$ cat config.mk
export PLATFORM = sky130hd
export DESIGN_NAME = lcabl_ctrl
export DESIGN_NICKNAME = d
export VERILOG_FILES = /design/src/hdl/lcabl_pkg.sv /design/src/hdl/lcabl_ctrl.sv
export SDC_FILE = /design/constraint.sdc
export NUM_CORES = 1
export LEC_CHECK = 0
export CAP_MARGIN = 15
export CORE_MARGIN = 2
export CORE_UTILIZATION = 35
export CTS_CLUSTER_DIAMETER = 30
export DETAILED_ROUTE_END_ITERATION = 8
export DONT_BUFFER_PORTS = 1
export GPL_ROUTABILITY_DRIVEN = 0
export PLACE_DENSITY = 0.54
export SYNTH_ARGS = -nofsm -noshare
export SYNTH_HDL_FRONTEND = slang
export SYNTH_SLANG_ARGS = --single-unit
export TNS_END_PERCENT = 30
$ cat constraint.sdc
create_clock -name aclk -period 1.3 [get_ports aclk]
set_input_delay 0.065 -clock aclk [delete_from_list [all_inputs] [get_ports aclk]]
set_output_delay 0.065 -clock aclk [all_outputs]
set_load 0.05 [all_outputs]
$ cat src/hdl/lcabl_pkg.sv
package lcabl_pkg;

    localparam int NODE_BITS_DEF = 16;
    localparam int LEVELS_DEF    = 16;
    localparam int ID_W          = 16;
    localparam int DEPTH_W       = 16;
    localparam int IN_DATA_W     = 32;
    localparam int OUT_DATA_W    = 24;

    localparam logic CMD_INSERT = 1'b0;
    localparam logic CMD_QUERY  = 1'b1;

    typedef enum logic [1:0] {
        STAT_OK      = 2'd0,
        STAT_UNKNOWN = 2'd1,
        STAT_PRESENT = 2'd2
    } stat_t;

    typedef enum logic [1:0] {
        REL_NONE  = 2'd0,
        REL_A_ANC = 2'd1,
        REL_B_ANC = 2'd2
    } rel_t;

    typedef enum logic [3:0] {
        ST_CLEAR,
        ST_IDLE,
        ST_CHECK,
        ST_EVAL,
        ST_INS_RD,
        ST_INS_WR,
        ST_LIFT_ANC,
        ST_LIFT_DEP,
        ST_LIFT_UPD,
        ST_SAME,
        ST_CLIMB_RD,
        ST_CLIMB_UPD,
        ST_ROOT_RD,
        ST_ROOT_UPD,
        ST_DONE
    } state_t;

    typedef enum logic [3:0] {
        OP_NONE,
        OP_CLEAR,
        OP_LOAD,
        OP_EVAL,
        OP_INS_RD,
        OP_INS_WR,
        OP_LIFT_DEP,
        OP_LIFT_UPD,
        OP_SAME,
        OP_CLIMB_UPD,
        OP_ROOT_RD,
        OP_ROOT_UPD,
        OP_FINISH
    } dp_op_t;

    typedef struct packed {
        dp_op_t op;
        logic   lvl_init;
        logic   lvl_step;
    } ctrl_cmd_t;

    typedef struct packed {
        logic clr_last;
        logic is_query;
        logic err;
        logic lvl_last;
        logic same;
        logic out_free;
    } dp_stat_t;

endpackage

$ cat src/hdl/lcabl_ctrl.sv
module lcabl_ctrl (
    input  logic                  aclk,
    input  logic                  aresetn,
    input  logic                  s_tvalid,
    output logic                  s_tready,
    output lcabl_pkg::ctrl_cmd_t  cmd,
    input  lcabl_pkg::dp_stat_t   stat
);

    lcabl_pkg::state_t state_reg, state_next;

    always_ff @(posedge aclk) begin
        if (!aresetn) begin
            state_reg <= lcabl_pkg::ST_CLEAR;
        end else begin
            state_reg <= state_next;
        end
    end

    always_comb begin
        state_next   = state_reg;
        cmd.op       = lcabl_pkg::OP_NONE;
        cmd.lvl_init = 1'b0;
        cmd.lvl_step = 1'b0;
        s_tready     = 1'b0;
        unique case (state_reg)
            lcabl_pkg::ST_CLEAR: begin
                cmd.op = lcabl_pkg::OP_CLEAR;
                if (stat.clr_last) state_next = lcabl_pkg::ST_IDLE;
            end
            lcabl_pkg::ST_IDLE: begin
                s_tready = 1'b1;
                if (s_tvalid) begin
                    cmd.op     = lcabl_pkg::OP_LOAD;
                    state_next = lcabl_pkg::ST_CHECK;
                end
            end
            lcabl_pkg::ST_CHECK: begin
                state_next = lcabl_pkg::ST_EVAL;
            end
            lcabl_pkg::ST_EVAL: begin
                cmd.op       = lcabl_pkg::OP_EVAL;
                cmd.lvl_init = 1'b1;
                if (stat.err)           state_next = lcabl_pkg::ST_DONE;
                else if (stat.is_query) state_next = lcabl_pkg::ST_LIFT_ANC;
                else                    state_next = lcabl_pkg::ST_INS_RD;
            end
            lcabl_pkg::ST_INS_RD: begin
                cmd.op     = lcabl_pkg::OP_INS_RD;
                state_next = lcabl_pkg::ST_INS_WR;
            end
            lcabl_pkg::ST_INS_WR: begin
                cmd.op = lcabl_pkg::OP_INS_WR;
                if (stat.lvl_last) begin
                    state_next = lcabl_pkg::ST_DONE;
                end else begin
                    cmd.lvl_step = 1'b1;
                    state_next   = lcabl_pkg::ST_INS_RD;
                end
            end
            lcabl_pkg::ST_LIFT_ANC: begin
                state_next = lcabl_pkg::ST_LIFT_DEP;
            end
            lcabl_pkg::ST_LIFT_DEP: begin
                cmd.op     = lcabl_pkg::OP_LIFT_DEP;
                state_next = lcabl_pkg::ST_LIFT_UPD;
            end
            lcabl_pkg::ST_LIFT_UPD: begin
                cmd.op = lcabl_pkg::OP_LIFT_UPD;
                if (stat.lvl_last) begin
                    state_next = lcabl_pkg::ST_SAME;
                end else begin
                    cmd.lvl_step = 1'b1;
                    state_next   = lcabl_pkg::ST_LIFT_ANC;
                end
            end
            lcabl_pkg::ST_SAME: begin
                cmd.op = lcabl_pkg::OP_SAME;
                if (stat.same) begin
                    state_next = lcabl_pkg::ST_DONE;
                end else begin
                    cmd.lvl_init = 1'b1;
                    state_next   = lcabl_pkg::ST_CLIMB_RD;
                end
            end
            lcabl_pkg::ST_CLIMB_RD: begin
                state_next = lcabl_pkg::ST_CLIMB_UPD;
            end
            lcabl_pkg::ST_CLIMB_UPD: begin
                cmd.op = lcabl_pkg::OP_CLIMB_UPD;
                if (stat.lvl_last) begin
                    state_next = lcabl_pkg::ST_ROOT_RD;
                end else begin
                    cmd.lvl_step = 1'b1;
                    state_next   = lcabl_pkg::ST_CLIMB_RD;
                end
            end
            lcabl_pkg::ST_ROOT_RD: begin
                cmd.op     = lcabl_pkg::OP_ROOT_RD;
                state_next = lcabl_pkg::ST_ROOT_UPD;
            end
            lcabl_pkg::ST_ROOT_UPD: begin
                cmd.op     = lcabl_pkg::OP_ROOT_UPD;
                state_next = lcabl_pkg::ST_DONE;
            end
            lcabl_pkg::ST_DONE: begin
                // hold the result until the output register frees up
                if (stat.out_free) begin
                    cmd.op     = lcabl_pkg::OP_FINISH;
                    state_next = lcabl_pkg::ST_IDLE;
                end
            end
            default: begin
                state_next = lcabl_pkg::ST_CLEAR;
            end
        endcase
    end

endmodule

==> impl_metrics.sql <==
INSERT INTO impl_metrics (metric_group, metric, value, unit) VALUES
('worst_setup_path', 'worst_setup_path_end_kind', 'primary output', ''),
('final_layout', 'layout-area-overhead-vs-synth', '116', '%'),
('sta', 'rsz0062_at_grt', 'yes', ''),
('sta', 'final.min_clock_period', '1.44', 'ns'),
('synth', 'avgSynthCellArea', '6.19', 'um2'),
('synth', 'synth_top_cell_area_share', '0.162', ''),
('sta', 'timing.max_slew.rel_slack', '0.787', ''),
('placement', 'place_hpwl', '1270', 'um'),
('die', 'io_pins', '16', ''),
('worst_setup_path', 'timing.critical_path.slowest_cell_delay', '0.41', 'ns'),
('worst_setup_path', 'critical_path_class', 'reg2out', ''),
('die', 'fp-row-count', '13', ''),
('synth', 'yosys-top-cells-area', 'sky130_fd_sc_hd__dfxtp_1, sky130_fd_sc_hd__nor2_1, sky130_fd_sc_hd__a21oi_1, sky130_fd_sc_hd__nand2b_1, sky130_fd_sc_hd__nor3_1', ''),
('clock_tree', 'cts_inserted_buffers', '3', ''),
('grt', 'grt_pass1_wl', '3460', 'um'),
('clock_tree', 'cts.clk_slew.worst_paths', '0.04', 'ns'),
('sta', 'period_share', '1.11', ''),
('clock_tree', 'h-tree-depth', '1', ''),
('synth', 'ys.flop_type', 'sky130_fd_sc_hd__dfxtp_1', ''),
('worst_setup_path', 'crit_path_top_delay_cell', 'sky130_fd_sc_hd__dfxtp_4', ''),
('synth', 'mappedNetlistArea', '495', 'um2'),
('synth', 'synth-seq-cells', '4', ''),
('grt', 'via_count_of_the_first_global_routing_pass', '739', ''),
('synth', 'synth_sequential_area_ratio', '0.162', ''),
('pwr', 'total_switching_power', '0.000291', 'W'),
('pwr', 'power.leakage', '0.407', 'nW'),
('clock_tree', 'tritoncts_num_sinks', '4', ''),
('die', 'floorplan.die_area', '1730', 'um2'),
('detailed_routing', 'drt_pass1_iterations', '6', ''),
('synth', 'post-synth-top-area-cell', 'sky130_fd_sc_hd__dfxtp_1', ''),
('final_layout', 'layout-drive-gt1-share', '0.580', ''),
('pwr', 'fin_total_pwr', '0.000740', 'W'),
('synth', 'post_synth_inst_count', '80', ''),
('detailed_routing', 'detail_route.vias_per_cell', '6.17', ''),
('clock_tree', 'ctsLongestPathBuffers', '2', ''),
('synth', 'yosysWarnings', '0', ''),
('synth', 'synth_nets', '89', ''),
('synth', 'synth_edf_count', '0', ''),
('die', 'die_width', '41.6', 'um'),
('detailed_routing', 'drc', '0', ''),
('worst_setup_path', 'start_kind', 'register', ''),
('outcome', 'violations_in_the_final_reports', 'setup timing', ''),
('sta', 'final_setup_slack_of_the_worst_path', '-0.140', 'ns'),
('final_layout', 'largest_reg_flops', '4', ''),
('grt', 'gr_util_all_layers', '0.258', ''),
('detailed_routing', 'wl_per_cell', '16.2', 'um'),
('die', 'core', '1320', 'um2'),
('sta', 'worst_slew_pin_slew', '0.320', 'ns'),
('detailed_routing', 'route.antenna.remaining_nets', '0', ''),
('grt', 'grt_max_degree', '9', ''),
('synth', 'yosys.cell_count.top_type', 'sky130_fd_sc_hd__nor2_1', ''),
('outcome', 'status', 'complete, but fails checks', ''),
('clock_tree', 'clk_latency', '0.25', 'ns'),
('worst_setup_path', 'endpoint_required_time_on_the_critical_path', '1.24', 'ns'),
('pwr', 'ir_worst_vdd', '0.486', 'mV'),
('pwr', 'internal-power', '0.000449', 'W'),
('placement', 'numPortBuffers', '0', ''),
('worst_setup_path', 'cells_along_the_critical_path', 'buf_6, nor2_1, o32ai_4, buf_12', ''),
('final_layout', 'layout.nets', '123', ''),
('sta', 'final_setup_vio_count', '10', ''),
('grt', 'antenna_found_initial', '0', ''),
('final_layout', 'n_antenna_cell', '0', ''),
('synth', 'ys_types', '30', ''),
('pwr', 'relative_contribution_of_sequential_cells_to_total_power', '0.200', ''),
('sta', 'max_freq', '694', 'MHz'),
('die', 'floorplan.initialDensity', '0.376', ''),
('detailed_routing', 'totalWireLength', '2060', 'um'),
('detailed_routing', 'drt_iter0_markers', '39', ''),
('min_path', 'min_path_type', 'in2reg', ''),
('synth', 'synth_commonest_cells', 'sky130_fd_sc_hd__nor2_1, sky130_fd_sc_hd__a21oi_1, sky130_fd_sc_hd__inv_1, sky130_fd_sc_hd__nand2_1, sky130_fd_sc_hd__nor3_1', ''),
('pwr', 'p_sw_frac', '0.394', '');
path summary, 6_finish.rpt:
path | from | cells after the start | to | slack (ns)
setup / recovery | state_reg[0] | 4 | cmd[4] | -0.14
hold / removal | stat[2] | 2 | state_reg[0] | 0.08
setup reg to reg | state_reg[2] | 6 | state_reg[1] | -0.13
hold reg to reg | state_reg[2] | 2 | state_reg[0] | 0.69
what timing repair did:
| action | in CTS | in global routing |
|---|---|---|
| endpoints found under the hold margin | 4 | 0 |
| hold buffers | 1 | 0 |
| setup endpoints to repair | 11 | 10 |
| gates resized for setup | 28 | 8 |
| buffers inserted | 6 | 2 |
| pin swaps | 6 | 2 |
power by group through the flow:
stage	Clock (W)	Combinational, W	Sequential [W]
final	0.000162	0.000430	0.000148
after global routing	0.000191	0.000451	0.000148
after CTS	0.000166	0.000402	0.000147
after detailed placement	0	0.000349	0.000146
after global placement	0	0.000346	0.000145
after floorplan	0	0.000213	0.000140
worst max-delay path: cells and delay by family (launching register included):
kind | cells | cell delay (ns)
AO/OA/AOI/OAI | 1 | 0.30
buffers and inverters | 2 | 0.33
flip-flops | 1 | 0.41
AND/OR/NAND/NOR | 1 | 0.09
final cells by class:
| cell class | count | area (um2) |
|---|---|---|
| multi-input cells | 65 | 526 |
| repair buffers | 35 | 387 |
| fillers | 85 | 249 |
| flip-flops and latches | 4 | 90.1 |
| inverters | 5 | 25.0 |
| clock buffers | 3 | 22.5 |
| well taps | 15 | 18.8 |
cells by family (layout without fill, tap and decap cells):
kind of cell,after synthesis,after routing,share of synthesized area
and+or+nand+nor,38,38,0.381
DFF,4,4,0.162
buffers and inverters,11,43,0.0934
xor gates and xnor gates,1,1,0.0177
AOI/OAI and AO/OA,26,26,0.346
metrics by stage:
stage                     TNS (ns)  area (um2)   util  hold slack, ns  std cells
after floorplan            -0.0498         582      -           0.177         80
after global placement      -0.128         845  0.641           0.182        115
after detailed placement    -0.185         845  0.641           0.188        115
after CTS                   -0.799        1020  0.773          0.0777        125
after global routing         -1.54        1070  0.811          0.0807        127
final                       -0.971        1070  0.811          0.0807        127
layer usage:
layer | global-route usage | part of all wire | wire, um | vias to the layer above
met5 | 0 | 0 | 0 | -
met4 | 0.0968 | 0.024 | 50 | 0
met3 | 0.0739 | 0.10 | 208 | 12
met2 | 0.441 | 0.51 | 1040 | 60
met1 | 0.302 | 0.37 | 756 | 351
li1 | - | - | - | 360
placed cells by master (no fill, tap or decap), drive strengths merged, types with 2 or more instances in the layout:
cell type   n
o22ai       3
nand2       5
nand3       3
inv         4
nand2b      4
a31oi       2
buf        34
a21oi       8
nor2b       2
dfxtp       4
o21ai       4
and2        2
clkbuf      3
nor2       13
nor3        5
No activity file was read; power rests on OpenSTA's default activity.
